[src/rtl/assert_macros.svh]
// Assertion macros for the RTL; used by c_source_char_metrics_core.
// Depends on nothing; take in by `include where assertions are written.
`ifndef ASSERT_MACROS_SVH
`define ASSERT_MACROS_SVH

// Hold prop at every rising edge of clk outside reset.
`define ASSERT_CLK(label, clk, rst_n, prop, msg) \
    label: assert property (@(posedge clk) disable iff (!rst_n) (prop)) else $error(msg);

// Never see cond at a rising edge of clk outside reset.
`define ASSERT_NEVER(label, clk, rst_n, cond, msg) \
    label: assert property (@(posedge clk) disable iff (!rst_n) !(cond)) else $error(msg);

`endif

[src/rtl/cslm_pkg.sv]
// Types and constants for the C source character metrics core.
// Depends on nothing; used by cslm_lexer and c_source_char_metrics_core.
package cslm_pkg;

    typedef enum logic [3:0] {
        LEX_NORMAL     = 4'd0,
        LEX_CHAR       = 4'd1,
        LEX_STRING     = 4'd2,
        LEX_CHR_ESC    = 4'd3,
        LEX_STR_ESC    = 4'd4,
        LEX_SLASH      = 4'd5,
        LEX_LINE_CMT   = 4'd6,
        LEX_BLOCK_CMT  = 4'd7,
        LEX_BLOCK_STAR = 4'd8
    } lex_state_t;

    localparam logic CMD_CHAR  = 1'b0;
    localparam logic CMD_IDENT = 1'b1;

    localparam logic [7:0] CH_NL     = 8'h0A;
    localparam logic [7:0] CH_TAB    = 8'h09;
    localparam logic [7:0] CH_CR     = 8'h0D;
    localparam logic [7:0] CH_SPACE  = 8'h20;
    localparam logic [7:0] CH_SLASH  = 8'h2F;
    localparam logic [7:0] CH_QUOTE  = 8'h27;
    localparam logic [7:0] CH_DQUOTE = 8'h22;
    localparam logic [7:0] CH_BSLASH = 8'h5C;
    localparam logic [7:0] CH_STAR   = 8'h2A;

    localparam int ID_LEN_WIDTH   = 10;
    localparam int LINE_LEN_WIDTH = 16;
    localparam int OUT_WIDTH      = 32;

    typedef struct packed {
        logic space_inc;
        logic string_inc;
        logic line_cmt_inc;
        logic block_cmt_inc;
        logic cmt_char_inc;
        logic cmt_char_dec;
    } lex_flags_t;

endpackage

[src/rtl/cslm_lexer.sv]
// Lexer step of the metrics core: next lexer state and counter events for one character.
// Depends on cslm_pkg.
module cslm_lexer (
    input  cslm_pkg::lex_state_t state,
    input  logic [7:0]           char_code,
    output cslm_pkg::lex_state_t state_next,
    output cslm_pkg::lex_flags_t flags
);

    logic is_space;

    assign is_space = (char_code == cslm_pkg::CH_SPACE) ||
                      ((char_code >= cslm_pkg::CH_TAB) && (char_code <= cslm_pkg::CH_CR));

    always_comb begin
        state_next = state;
        flags      = '0;
        unique case (state)
            cslm_pkg::LEX_CHAR: begin
                if (char_code == cslm_pkg::CH_QUOTE) begin
                    state_next = cslm_pkg::LEX_NORMAL;
                end else if (char_code == cslm_pkg::CH_BSLASH) begin
                    state_next = cslm_pkg::LEX_CHR_ESC;
                end
            end
            cslm_pkg::LEX_STRING: begin
                if (char_code == cslm_pkg::CH_DQUOTE) begin
                    state_next = cslm_pkg::LEX_NORMAL;
                end else if (char_code == cslm_pkg::CH_BSLASH) begin
                    state_next = cslm_pkg::LEX_STR_ESC;
                end
            end
            cslm_pkg::LEX_CHR_ESC: begin
                state_next = cslm_pkg::LEX_CHAR;
            end
            cslm_pkg::LEX_STR_ESC: begin
                state_next = cslm_pkg::LEX_STRING;
            end
            cslm_pkg::LEX_SLASH: begin
                if (char_code == cslm_pkg::CH_SLASH) begin
                    state_next         = cslm_pkg::LEX_LINE_CMT;
                    flags.line_cmt_inc = 1'b1;
                end else if (char_code == cslm_pkg::CH_STAR) begin
                    state_next          = cslm_pkg::LEX_BLOCK_CMT;
                    flags.block_cmt_inc = 1'b1;
                end else begin
                    state_next = cslm_pkg::LEX_NORMAL;
                end
            end
            cslm_pkg::LEX_LINE_CMT: begin
                if (char_code == cslm_pkg::CH_NL) begin
                    state_next = cslm_pkg::LEX_NORMAL;
                end else begin
                    flags.cmt_char_inc = 1'b1;
                end
            end
            cslm_pkg::LEX_BLOCK_CMT: begin
                if (char_code == cslm_pkg::CH_STAR) begin
                    state_next = cslm_pkg::LEX_BLOCK_STAR;
                end
                flags.cmt_char_inc = 1'b1;
            end
            cslm_pkg::LEX_BLOCK_STAR: begin
                if (char_code == cslm_pkg::CH_SLASH) begin
                    state_next         = cslm_pkg::LEX_NORMAL;
                    flags.cmt_char_dec = 1'b1;
                end else begin
                    if (char_code != cslm_pkg::CH_STAR) begin
                        state_next = cslm_pkg::LEX_BLOCK_CMT;
                    end
                    flags.cmt_char_inc = 1'b1;
                end
            end
            default: begin
                state_next = cslm_pkg::LEX_NORMAL;
                if (is_space) begin
                    flags.space_inc = 1'b1;
                end else if (char_code == cslm_pkg::CH_SLASH) begin
                    state_next = cslm_pkg::LEX_SLASH;
                end else if (char_code == cslm_pkg::CH_QUOTE) begin
                    state_next = cslm_pkg::LEX_CHAR;
                end else if (char_code == cslm_pkg::CH_DQUOTE) begin
                    state_next       = cslm_pkg::LEX_STRING;
                    flags.string_inc = 1'b1;
                end
            end
        endcase
    end

endmodule

[src/rtl/c_source_char_metrics_core.sv]
// Top level of the C source character metrics core: input register, counters, result.
// Depends on cslm_pkg, cslm_lexer and assert_macros.svh.
//
// Takes one item per cycle as long as m_ready is high. A transfer on the s_ side lands in an
// input register; the lexer step and the saturating counter updates then run on it, and the
// counters, which double as the result register, present the new metrics on the m_ side;
// m_valid rises when the counters load. Counters are COUNT_WIDTH bits wide and saturate;
// the outputs show the low 32 bits. After reset all counts are zero and the lexer is in
// normal text.
`include "assert_macros.svh"

module c_source_char_metrics_core #(
    parameter int COUNT_WIDTH = 32
) (
    input  logic        aclk,
    input  logic        aresetn,
    input  logic        s_valid,
    output logic        s_ready,
    input  logic        s_command,
    input  logic [7:0]  s_char_code,
    input  logic [9:0]  s_id_length,
    output logic        m_valid,
    input  logic        m_ready,
    output logic [31:0] m_total_chars,
    output logic [31:0] m_comment_chars,
    output logic [31:0] m_space_chars,
    output logic [31:0] m_line_comments,
    output logic [31:0] m_block_comments,
    output logic [31:0] m_lines,
    output logic [15:0] m_max_line_len,
    output logic [31:0] m_strings
);

    localparam int IW = cslm_pkg::ID_LEN_WIDTH;
    localparam int LW = cslm_pkg::LINE_LEN_WIDTH;
    localparam int OW = cslm_pkg::OUT_WIDTH;
    localparam logic [COUNT_WIDTH-1:0] CNT_MAX = '1;

    typedef logic [COUNT_WIDTH-1:0] cnt_t;

    function automatic cnt_t sat_add(input cnt_t v, input logic [IW-1:0] n);
        logic [COUNT_WIDTH:0] s;
        s = {1'b0, v} + {{(COUNT_WIDTH + 1 - IW){1'b0}}, n};
        return s[COUNT_WIDTH] ? CNT_MAX : s[COUNT_WIDTH-1:0];
    endfunction

    function automatic logic [OW-1:0] to_out(input cnt_t v);
        logic [COUNT_WIDTH+OW-1:0] ext;
        ext = {{OW{1'b0}}, v};
        return ext[OW-1:0];
    endfunction

    logic                 in_valid_reg;
    logic                 cmd_reg;
    logic [7:0]           char_reg;
    logic [IW-1:0]        id_len_reg;
    logic                 out_valid_reg;
    logic                 advance;

    cslm_pkg::lex_state_t lex_reg, lex_next, lex_step;
    cslm_pkg::lex_flags_t flags_raw, flags;

    cnt_t chars_reg, chars_next;
    cnt_t cmt_reg, cmt_next;
    cnt_t space_reg, space_next;
    cnt_t lcmt_reg, lcmt_next;
    cnt_t bcmt_reg, bcmt_next;
    cnt_t lines_reg, lines_next;
    cnt_t str_reg, str_next;

    logic [LW-1:0] line_len_reg, line_len_next;
    logic [LW-1:0] longest_reg, longest_next;
    logic [LW:0]   line_sum;
    logic [IW-1:0] step_len;
    logic          is_char, is_nl;

    assign advance = in_valid_reg && (!out_valid_reg || m_ready);
    assign s_ready = !in_valid_reg || advance;

    always_ff @(posedge aclk) begin
        if (!aresetn) begin
            in_valid_reg <= 1'b0;
        end else if (s_ready) begin
            in_valid_reg <= s_valid;
        end
    end

    always_ff @(posedge aclk) begin
        if (s_valid && s_ready) begin
            cmd_reg    <= s_command;
            char_reg   <= s_char_code;
            id_len_reg <= s_id_length;
        end
    end

    cslm_lexer u_lexer (
        .state      (lex_reg),
        .char_code  (char_reg),
        .state_next (lex_step),
        .flags      (flags_raw)
    );

    always_comb begin
        is_char  = (cmd_reg == cslm_pkg::CMD_CHAR);
        is_nl    = is_char && (char_reg == cslm_pkg::CH_NL);
        step_len = is_char ? IW'(1) : id_len_reg;
        flags    = is_char ? flags_raw : '0;
        lex_next = is_char ? lex_step : lex_reg;

        line_sum      = {1'b0, line_len_reg} + {{(LW + 1 - IW){1'b0}}, step_len};
        line_len_next = is_nl ? '0 : (line_sum[LW] ? '1 : line_sum[LW-1:0]);
        longest_next  = (is_nl && (line_len_reg > longest_reg)) ? line_len_reg : longest_reg;

        chars_next = sat_add(chars_reg, step_len);
        lines_next = sat_add(lines_reg, {{(IW - 1){1'b0}}, is_nl});
        space_next = sat_add(space_reg, {{(IW - 1){1'b0}}, flags.space_inc});
        str_next   = sat_add(str_reg, {{(IW - 1){1'b0}}, flags.string_inc});
        lcmt_next  = sat_add(lcmt_reg, {{(IW - 1){1'b0}}, flags.line_cmt_inc});
        bcmt_next  = sat_add(bcmt_reg, {{(IW - 1){1'b0}}, flags.block_cmt_inc});
        if (flags.cmt_char_dec) begin
            cmt_next = ((cmt_reg != '0) && (cmt_reg != CNT_MAX)) ? cmt_reg - cnt_t'(1) : cmt_reg;
        end else begin
            cmt_next = sat_add(cmt_reg, {{(IW - 1){1'b0}}, flags.cmt_char_inc});
        end
    end

    always_ff @(posedge aclk) begin
        if (!aresetn) begin
            out_valid_reg <= 1'b0;
            lex_reg       <= cslm_pkg::LEX_NORMAL;
            line_len_reg  <= '0;
            longest_reg   <= '0;
            chars_reg     <= '0;
            cmt_reg       <= '0;
            space_reg     <= '0;
            lcmt_reg      <= '0;
            bcmt_reg      <= '0;
            lines_reg     <= '0;
            str_reg       <= '0;
        end else begin
            if (advance) begin
                out_valid_reg <= 1'b1;
                lex_reg       <= lex_next;
                line_len_reg  <= line_len_next;
                longest_reg   <= longest_next;
                chars_reg     <= chars_next;
                cmt_reg       <= cmt_next;
                space_reg     <= space_next;
                lcmt_reg      <= lcmt_next;
                bcmt_reg      <= bcmt_next;
                lines_reg     <= lines_next;
                str_reg       <= str_next;
            end else if (m_ready) begin
                out_valid_reg <= 1'b0;
            end
        end
    end

    assign m_valid          = out_valid_reg;
    assign m_total_chars    = to_out(chars_reg);
    assign m_comment_chars  = to_out(cmt_reg);
    assign m_space_chars    = to_out(space_reg);
    assign m_line_comments  = to_out(lcmt_reg);
    assign m_block_comments = to_out(bcmt_reg);
    assign m_lines          = to_out(lines_reg);
    assign m_max_line_len   = longest_reg;
    assign m_strings        = to_out(str_reg);

    `ASSERT_CLK(a_stall_only_on_full, aclk, aresetn, !s_ready |-> (in_valid_reg && out_valid_reg && !m_ready), "input stalled without a blocked result")
    `ASSERT_CLK(a_advance_gives_result, aclk, aresetn, advance |=> m_valid, "transfer advanced but no result presented")
    `ASSERT_CLK(a_lines_only_on_newline, aclk, aresetn, (advance && !is_nl) |=> (lines_reg == $past(lines_reg)), "line count moved without a newline")
    `ASSERT_NEVER(a_cmt_inc_and_dec, aclk, aresetn, flags.cmt_char_inc && flags.cmt_char_dec, "comment count raised and dropped together")

endmodule

[config.mk]
export PLATFORM = sky130hd
export DESIGN_NAME = c_source_char_metrics_core
export DESIGN_NICKNAME = d
export VERILOG_FILES = /design/src/rtl/cslm_pkg.sv /design/src/rtl/cslm_lexer.sv /design/src/rtl/c_source_char_metrics_core.sv
export VERILOG_INCLUDE_DIRS = /design/src /design/src/rtl
export SDC_FILE = /design/constraint.sdc
export NUM_CORES = 1
export LEC_CHECK = 0
export BUFFER_PORTS_ARGS = -buffer_cell sky130_fd_sc_hd__buf_2
export CORE_AREA = 3 3 214 216
export CTS_BUF_LIST = sky130_fd_sc_hd__clkbuf_2 sky130_fd_sc_hd__clkbuf_4 sky130_fd_sc_hd__clkbuf_8
export CTS_CLUSTER_DIAMETER = 30
export DETAILED_ROUTE_END_ITERATION = 8
export DIE_AREA = 0 0 217 219
export GPL_TIMING_DRIVEN = 0
export PLACE_DENSITY_LB_ADDON = 0.3
export SKIP_CTS_REPAIR_TIMING = 1
export SYNTH_ARGS = -nofsm -noshare
export SYNTH_HDL_FRONTEND = slang
export SYNTH_SLANG_ARGS = --single-unit
[constraint.sdc]
create_clock -name aclk -period 3.3 [get_ports aclk]
set_clock_uncertainty 0.05 [all_clocks]
set_input_delay 0.165 -clock aclk [delete_from_list [all_inputs] [get_ports aclk]]
set_output_delay 0.165 -clock aclk [all_outputs]
set_load 0.01 [all_outputs]
==> results.cfg, run 1 <==
[routing]
drc_errors = 0
drt-pass1-iter-count = 5
wl_per_cell_um = 19.2
wirelength_um = 56300
drt_iter0_drc = 1244
ant_nets = 0
vias = 16131
via_per_inst = 5.49

[placed_design]
place_ws_ps = -1040
numPortBuffers = 263
gp_congestion = 0.927
hpwl_um = 39600

[floorplanning]
core_um2 = 44100
initial_core_util_pct = 35.0
die_width_um = 217
io-pin-count = 265
die_h_um = 219
die_area_um2 = 47500
rows = 77

[cells_and_area]
drive_gt1_share_pct = 31.1
antenna_cells = 0
final_nets = 2361
synthToLayoutAreaGrowth_pct = 37.9
fin_util_pct = 48.2

[global_route]
grt_pass1_wl_um = 82200
grt_pass1_vias = 14636
grt_max_degree = 20
grt.overflow.total = 0
grt_use_total_pct = 21.7
antenna_found_initial = 0

[worst_setup_path]
path_class = flop to flop
critPathRequiredTime_ps = 3680
path_max_fanout = 7
start_kind = flop
cp.arrival_ps = 4100
path_buf_inv = 4
slowest_delay_ps = 450
cpMostUsedCell = or3_4
cpMaxStageDelayCell = edfxtp_1
path_cells = or3_4 > buf_8 > or3_4 > buf_4 > nand2_4 > a21oi_4 > ha_4 > ha_4 > nand4_1 > nor4_4 > buf_6 > and3_4 > or3_4 > buf_4 > o22ai_2 > a211oi_1
path_delay_family = simple AND/OR/NAND/NOR gates
end_kind = flop

[sta]
holdWs_ps = 19.1
fin_tns_setup_ps = -21830
slew_headroom_pct = 18.8
setup_viol = 89
clock.fmax_ghz = 0.268
setup_slack_ps = -426
finalCriticalPeriod_ps = 3730
hold_violations = 0
slew_viol_final = 0
grt_setup_unrepaired = true
worstMarginPinSlew_ps = 1220
period_share_pct = 113

[clock_network]
numCtsBuffers = 82
clockBufferDepth = 3
htreeDepth = 3
path_clk_slew_ps = 50
clk-insertion-delay-late_ps = 630
cts_tree = yes
cts_root_buf = clkbuf_8
cts_sinks = 281

[synth]
ys_seq_area_share_pct = 37.7
synth.top_cell.area_share_pct = 34.0
synthTopCellsByCount = dfxtp_1, a21oi_1, nor2_1, nand2_1, nand3_1
async_reset_ff_share_pct = 0
synth-seq-cells = 281
synth_edf_count = 19
avgSynthCellArea_um2 = 8.36
yosysMostFrequentCell = dfxtp_1
synth_top_area_cell = dfxtp_1
netlist_area_um2 = 15400
synthTopCellsByArea = dfxtp_1, a21oi_1, xor2_1, ha_1, edfxtp_1
synthCells = 1845
ys.flop_type = dfxtp_1
synth.net_count = 1921
yosys_warnings = 0
yosysUniqueCellTypes = 89

[power_and_ir_drop]
power_uw = 9990
power.switching_uw = 2450
sw_frac_of_total_pct = 24.5
power.internal_uw = 7540
power_density_nw_per_um2 = 469
ir_drop_mv = 0.506
p_leak_uw = 0.00901
comb_power_share_pct = 7.5
seq_power_share_pct = 35.4
power_frac_clock_pct = 57.1

[min_path]
worstHoldPathType = primary input to flop

[status]
run_status = finished, violations left
violations = setup timing

[flow_run]
cap_viol_max_count = 0
==> kinds of logic (layout without fill, tap and decap cells) <==
group           after synthesis  in the layout  share of synthesized area [%]
simple gates                731            731                           25.2
compound gates              453            453                           18.2
flops                       281            281                           37.7
buf+inv                     154            655                           4.52
xor+xnor                    147            147                           8.35
fa+ha+maj                    53             53                           4.40
mux                          26             26                           1.69
==> metrics by stage <==
stage                     std cells  instance area (µm²)
after floorplan                1845                15500
after global placement         2700                17500
after detailed placement       2700                17500
after CTS                      2845                19500
after global routing           2938                21300
final                          2938                21300
==> power by group through the flow <==
stage	clock network (µW)	logic, µW	registers, µW
finish	5700	752	3530
CTS	5820	681	3530
floorplan	0	438	3580
global placement	0	672	3590
global route	6000	814	3530
detailed placement	0	678	3590
==> final timing paths <==
kind,start,end,slack (ps),depth (start not counted)
worst min register to register,m_total_chars[13]$_SDFFE_PN0P_,m_total_chars[13]$_SDFFE_PN0P_,460,1
worst max-delay path,char_reg[7]$_DFFE_PP_,m_comment_chars[13]$_SDFFE_PN0P_,-430,16
worst min-delay path,aresetn,line_len_reg[10]$_SDFFE_PN0P_,20,4
worst max register to register,char_reg[7]$_DFFE_PP_,m_comment_chars[13]$_SDFFE_PN0P_,-430,16
==> placed cells by master (no fill, tap or decap), types with 12 or more instances in the layout <==
cell type	instances
o21ai_0	63
a211oi_1	12
dlygate4sd3_1	21
clkbuf_1	50
edfxtp_1	19
nand3_1	103
clkinv_2	15
a21oi_2	52
and4_1	20
a21oi_1	158
or3_1	16
nand4_1	53
mux2i_1	26
and2_1	25
clkbuf_4	16
a31oi_1	19
and3_1	50
nand2_1	133
inv_1	47
dfxtp_1	262
buf_4	72
o211ai_1	12
clkbuf_8	99
bufinv_16	13
xnor2_1	55
nor2_1	136
o21ai_1	13
buf_2	274
xor2_1	92
nor3_1	51
ha_1	42
buf_6	13
==> worst min-delay path: cells and delay by family <==
kind                   cells  cell delay [ps]
AO/OA/AOI/OAI              2              190
buffers and inverters      1              180
AND/OR/NAND/NOR            1              110
==> final cells by class <==
class / instances / area [µm²]
clock inverter: 38 / 551
multi-input combinational: 1410 / 9760
clock buffer: 107 / 1400
fill: 4321 / 22800
timing repair buffer: 363 / 2230
inverter: 48 / 180
buffer: 99 / 591
tap: 592 / 741
sequential: 281 / 5820
==> metal layers <==
metal	track usage, %	share of wire, %	vias up
met3	5.75	7.9	119
met5	0	0	-
met2	34.4	45	642
met4	8.28	3.4	0
met1	28.5	43	7706
li1	-	-	7664
Power figures use the tool's default switching activity.
==> run 2, diff against run 1 <==
==> constraint.sdc (replaced) <==
create_clock -name aclk -period 4.3 [get_ports aclk]
set_clock_uncertainty 0.05 [all_clocks]
set_input_delay 0.215 -clock aclk [delete_from_list [all_inputs] [get_ports aclk]]
set_output_delay 0.215 -clock aclk [all_outputs]
set_load 0.01 [all_outputs]
==> run 2 against run 1 <==
  * The flow now finishes without violations
  * Non-clock buffer count fell by 67
  * Sequential share of layout area rose by 2.1 points
  * Critical path depth fell by 1
  * Register-to-register slack improved by 680 ps
  * Clock power fell by 25%
  * Wire length fell by 2.5%
  * Combinational power fell by 28%
  * Cell area fell by 7.2%
  * Global-route usage rose by 0.32 points
  * Count of clock-buffer cells in the layout rose by 9
  * Largest cell class unchanged
  * Highest routed layer unchanged
==> results.cfg, run 2 (synthesis results as in run 1) <==
[status]
run_status = complete, no violations

[global_route]
grt_max_degree = 20
grt_pass1_wl_um = 83800
grt_pass1_vias = 15120
grt_use_total_pct = 22.1
grt.overflow.total = 0
antenna_found_initial = 0

[routing]
drt-pass1-iter-count = 6
ant_nets = 0
drc_errors = 0
wirelength_um = 54900
drt_iter0_drc = 1306
vias = 15849
wl_per_cell_um = 19.1
via_per_inst = 5.51

[clock_network]
cts_tree = yes
clockBufferDepth = 3
path_clk_slew_ps = 50
numCtsBuffers = 82
htreeDepth = 3
cts_root_buf = clkbuf_8
cts_sinks = 281
clk-insertion-delay-late_ps = 620

[sta]
period_share_pct = 94.0
hold_violations = 0
slew_headroom_pct = 18.4
fin_tns_setup_ps = 0
slew_viol_final = 0
worstMarginPinSlew_ps = 1220
grt_setup_unrepaired = false
setup_viol = 0
clock.fmax_ghz = 0.247
finalCriticalPeriod_ps = 4040

[cells_and_area]
fin_util_pct = 44.8
final_cell_mix = buf_2, dfxtp_1, a21oi_1
synthToLayoutAreaGrowth_pct = 28.0
final_cells = 2878
drive_gt1_share_pct = 22.7
final_nets = 2294
final_common_cell = buf_2
fin_area_um2 = 19800
final.fill_count = 4504
antenna_cells = 0

[worst_setup_path]
end_kind = flop
reg2reg_from = char_reg[4]$_DFFE_PP_
r2r_slack_ps = 260
critPathRequiredTime_ps = 4720
cp.arrival_ps = 4460
rr_worst_depth = 15
path_class = flop to flop
path_max_fanout = 10
start_kind = flop
rr_endpoint = m_comment_chars[15]$_SDFFE_PN0P_

[min_path]
hold-path-cell-count = 4
worstHoldPathType = primary input to flop
min_to = in_valid_reg$_SDFFE_PN0N_
holdCritStartpoint = m_ready

[floorplanning]
initial_core_util_pct = 35.0
io-pin-count = 265
die_width_um = 217
core_um2 = 44100
die_area_um2 = 47500
die_h_um = 219
rows = 77

[power_and_ir_drop]
power_uw = 7530
ir_drop_mv = 0.247
p_leak_uw = 0.00835
power_density_nw_per_um2 = 381

[placed_design]
gp_congestion = 0.933
hpwl_um = 40100
placed_area_um2 = 17500
post-place-cells = 2700
numPortBuffers = 263

[flow_run]
cap_viol_max_count = 0
run 2: area by class of cell:
class	count	area (µm²)	area share (%)
buffer	105	514	2.60
clock buffer	116	1500	7.61
clock inverter	36	439	2.22
inverter	48	180	0.912
multi-input combinational	1410	8990	45.5
sequential	281	5820	29.4
tap	592	741	3.75
timing repair buffer	290	1570	7.94
run 2: how the worst max path moves through the flow:
stage | start | to | depth (start not counted)
after global placement | char_reg[4]$_DFFE_PP_ | m_line_comments[31]$_SDFFE_PN0P_ | 13
final | char_reg[4]$_DFFE_PP_ | m_comment_chars[15]$_SDFFE_PN0P_ | 15
after global routing | char_reg[3]$_DFFE_PP_ | m_lines[31]$_SDFFE_PN0P_ | 14
after CTS | char_reg[4]$_DFFE_PP_ | m_line_comments[15]$_SDFFE_PN0P_ | 13
after floorplan | char_reg[4]$_DFFE_PP_ | m_line_comments[0]$_SDFFE_PN0P_ | 13
after detailed placement | char_reg[4]$_DFFE_PP_ | m_line_comments[15]$_SDFFE_PN0P_ | 13
run 2: critical path, stage by stage, from the launching register on:
cell and delay, ps:
edfxtp_1 450, or3_4 470, buf_2 210, or3_4 420
nand2_1 120, a21oi_1 110, ha_1 250, ha_1 260
nand4_1 220, nor4_4 100, and3_1 180, clkbuf_2 200
or3_4 430, o22a_1 180, o21ai_0 150, a21oi_1 80
run 2: per-layer routing:
layer / wire length (µm) / global-route usage [%] / vias up
met3: 4520 / 5.52 / 102
met5: 0 / 0 / -
li1: - / - / 7530
met4: 1650 / 8.37 / 0
met1: 23400 / 28.1 / 7573
met2: 25300 / 36.1 / 644
run 2: metrics by stage:
step                setup WS (ps)  hold WS (ps)
floorplan                     753           264
global placement             -186           341
detailed placement           -270           343
CTS                          -299          -338
global route                 5.70          46.1
finish                        258          21.7
run 2: report_power, final:
part	internal [µW]	total, µW	leakage [µW]	switching [µW]
combinational	182	543	0.00508	361
sequential	2670	2710	0.00230	35.6
clock	2800	4280	0.000979	1480
==> run 3, diff against run 2 <==
--- a/config.mk
+++ b/config.mk
@@ -7,14 +7,15 @@
 export NUM_CORES = 1
 export LEC_CHECK = 0
 export BUFFER_PORTS_ARGS = -buffer_cell sky130_fd_sc_hd__buf_2
-export CORE_AREA = 3 3 214 216
+export CORE_AREA = 3 3 215 217
 export CTS_BUF_LIST = sky130_fd_sc_hd__clkbuf_2 sky130_fd_sc_hd__clkbuf_4 sky130_fd_sc_hd__clkbuf_8
 export CTS_CLUSTER_DIAMETER = 30
 export DETAILED_ROUTE_END_ITERATION = 8
-export DIE_AREA = 0 0 217 219
+export DIE_AREA = 0 0 218 220
 export GPL_TIMING_DRIVEN = 0
 export PLACE_DENSITY_LB_ADDON = 0.3
 export SKIP_CTS_REPAIR_TIMING = 1
 export SYNTH_ARGS = -nofsm -noshare
 export SYNTH_HDL_FRONTEND = slang
+export SYNTH_HIERARCHICAL = 1
 export SYNTH_SLANG_ARGS = --single-unit
==> constraint.sdc (replaced) <==
create_clock -name aclk -period 3.5 [get_ports aclk]
set_clock_uncertainty 0.05 [all_clocks]
set_input_delay 0.175 -clock aclk [delete_from_list [all_inputs] [get_ports aclk]]
set_output_delay 0.175 -clock aclk [all_outputs]
set_load 0.01 [all_outputs]
==> run 3 against run 2 <==
  * The flow now finishes with violations (setup timing)
  * Synthesized area increased by 0.97%
  * Synthesized cell count increased by 3.3%
  * Count of clock-buffer cells in the layout decreased by 2
  * Critical path type unchanged
  * Largest power group unchanged
==> results.cfg, run 3 <==
[status]
run_status = finished, violations left
violations = setup timing

[synth]
async_reset_ff_share_pct = 0
ys.flop_type = dfxtp_1
synth.top_cell.area_share_pct = 33.7
ys_seq_area_share_pct = 37.3
avgSynthCellArea_um2 = 8.17
netlist_area_um2 = 15600
yosysUniqueCellTypes = 87
synthTopCellsByCount = dfxtp_1, nand2_1, a21oi_1, nor2_1, nand3_1
yosys_warnings = 6
synthCells = 1906
synth_top_area_cell = dfxtp_1
synth-seq-cells = 281
synth_edf_count = 19
synthTopCellsByArea = dfxtp_1, a21oi_1, nand2_1, xor2_1, edfxtp_1
synth.net_count = 1972
yosysMostFrequentCell = dfxtp_1

[floorplanning]
die_area_um2 = 48000
core_um2 = 44300
initial_core_util_pct = 35.1
io-pin-count = 265
die_h_um = 220
rows = 77
die_width_um = 218

[flow_run]
cap_viol_max_count = 0

[global_route]
grt_pass1_vias = 15358
grt_pass1_wl_um = 86100
grt_max_degree = 20
antenna_found_initial = 0
grt_use_total_pct = 22.7
grt.overflow.total = 0

[routing]
wl_met3_um = 5190
met2_length_um = 27400
wl_per_cell_um = 19.5
drc_errors = 0
drt-pass1-iter-count = 5
via_per_inst = 5.54
ant_nets = 0
vias = 16729
highest-signal-layer = met4
wirelength_um = 59000
wl_met1_um = 24300
drt_iter0_drc = 1192

[sta]
hold_violations = 0
period_share_pct = 104
setup_viol = 23
clock.fmax_ghz = 0.274
worstMarginPinSlew_ps = 1120
setup_slack_ps = -153
slew_viol_final = 0
finalCriticalPeriod_ps = 3650
slew_headroom_pct = 25.5
holdWs_ps = 101
grt_setup_unrepaired = true

[power_and_ir_drop]
power_frac_clock_pct = 57.2
comb_power_share_pct = 6.2
power.switching_uw = 2230
seq_power_share_pct = 36.7
sw_frac_of_total_pct = 24.7
power.internal_uw = 6790
ir_drop_mv = 0.361
p_leak_uw = 0.00897
power_density_nw_per_um2 = 417

[worst_setup_path]
end_kind = flop
critPathRequiredTime_ps = 3980
reg2reg_from = lex_reg[0]$_SDFFE_PN0P_
cp.arrival_ps = 4130
path_max_fanout = 10
r2r_slack_ps = -150
rr_worst_depth = 14
start_kind = flop
path_class = flop to flop
rr_endpoint = m_comment_chars[20]$_SDFFE_PN0P_

[cells_and_area]
final_cell_mix = buf_2, dfxtp_1, nand2_1
final.fill_count = 4308
fin_util_pct = 48.8
drive_gt1_share_pct = 31.3
fin_area_um2 = 21600
final_nets = 2431
final_common_cell = buf_2
synthToLayoutAreaGrowth_pct = 38.8

[placed_design]
hpwl_um = 41300
gp_congestion = 0.930
placed_area_um2 = 17700
numPortBuffers = 264

[clock_network]
cts_root_buf = clkbuf_8
clockBufferDepth = 3
htreeDepth = 3
clk-insertion-delay-late_ps = 650
cts_tree = yes
numCtsBuffers = 81
cts_sinks = 281
path_clk_slew_ps = 50

[min_path]
holdCritStartpoint = aresetn
worstHoldPathType = primary input to flop
hold-path-cell-count = 4
min_to = m_max_line_len[8]$_SDFFE_PN0P_
run 3: cell types whose count changed after synthesis, moves of 9 or more:
cell / previous run / this run
nand2_1: 144 / 221
a31oi_1: 21 / 51
nor3_1: 62 / 38
nor2b_1: 9 / 23
a21oi_1: 211 / 199
nand3_1: 113 / 101
o21ai_1: 2 / 14
and2_1: 26 / 15
o21ai_0: 79 / 68
a311oi_2: 0 / 10
buf_2: 17 / 26
nand3b_1: 0 / 9
run 3: power groups by stage:
| stage | Combinational [µW] | Clock, µW | Sequential [µW] |
|---|---|---|---|
| 3_3_place_gp | 462 | 0 | 3370 |
| 2_1_floorplan | 300 | 0 | 3360 |
| 4_1_cts | 469 | 5260 | 3310 |
| 3_5_place_dp | 467 | 0 | 3370 |
| 6_report | 558 | 5160 | 3310 |
| 5_1_grt | 607 | 5430 | 3310 |
run 3: how the worst max path moves through the flow:
stage / slack (ps) / end / from / cells past startpoint
after global placement: -1310 / m_lines[22]$_SDFFE_PN0P_ / cmd_reg$_DFFE_PP_ / 16
after detailed placement: -1320 / m_lines[16]$_SDFFE_PN0P_ / cmd_reg$_DFFE_PP_ / 16
after CTS: -1330 / m_lines[22]$_SDFFE_PN0P_ / cmd_reg$_DFFE_PP_ / 16
after global routing: -230 / m_comment_chars[21]$_SDFFE_PN0P_ / lex_reg[0]$_SDFFE_PN0P_ / 16
final: -150 / m_comment_chars[20]$_SDFFE_PN0P_ / lex_reg[0]$_SDFFE_PN0P_ / 14
after floorplan: -3 / line_len_reg[5]$_SDFFE_PN0P_ / cmd_reg$_DFFE_PP_ / 18
run 3: worst max-delay path, cell delays in order, from the launching register on:
cell	delay, ps
dfxtp_4	360
or4b_4	570
nand2b_4	160
nand3_2	70
nor2b_4	220
ha_4	190
ha_4	140
nand3_4	80
or3_4	460
nor4_4	280
buf_4	190
or2_4	170
buf_4	230
o22ai_1	110
a311oi_1	280
run 3: layout make-up:
cell class | instances | area (µm²) | share of cell area [%]
diodes | 1 | 2.50 | 0.0116
multi-input cells | 1471 | 10000 | 46.5
clock inverters | 33 | 390 | 1.81
repair buffers | 381 | 2340 | 10.8
plain buffers | 107 | 627 | 2.90
inverters | 42 | 168 | 0.775
well taps | 592 | 741 | 3.43
clock buffers | 114 | 1480 | 6.85
flip-flops and latches | 281 | 5830 | 26.9
run 3: routing by layer:
| layer | global-route usage, % | vias up |
|---|---|---|
| met3 | 6.81 | 158 |
| li1 | - | 7920 |
| met2 | 36.6 | 624 |
| met4 | 9.31 | 0 |
| met1 | 28.2 | 8027 |
| met5 | 0 | - |
run 3: logic make-up after synthesis:
group,count (synthesis),share of synthesized area [%]
AOI/OAI and AO/OA,497,20.4
xor gates and xnor gates,141,7.93
adders and majority gates,43,3.45
buffers and inverters,154,4.18
DFF,281,37.3
muxes,24,1.55
and+or+nand+nor,766,25.2
run 3: metrics by stage:
step	setup slack [ps]	std cells	TNS (ps)	total power (µW)
2_1_floorplan	-2.65	1906	-2.65	3660
3_3_place_gp	-1310	2762	-183070	3830
3_5_place_dp	-1320	2762	-187490	3840
4_1_cts	-1330	2909	-190310	9030
5_1_grt	-235	3021	-14090	9340
6_report	-153	3022	-2090	9020
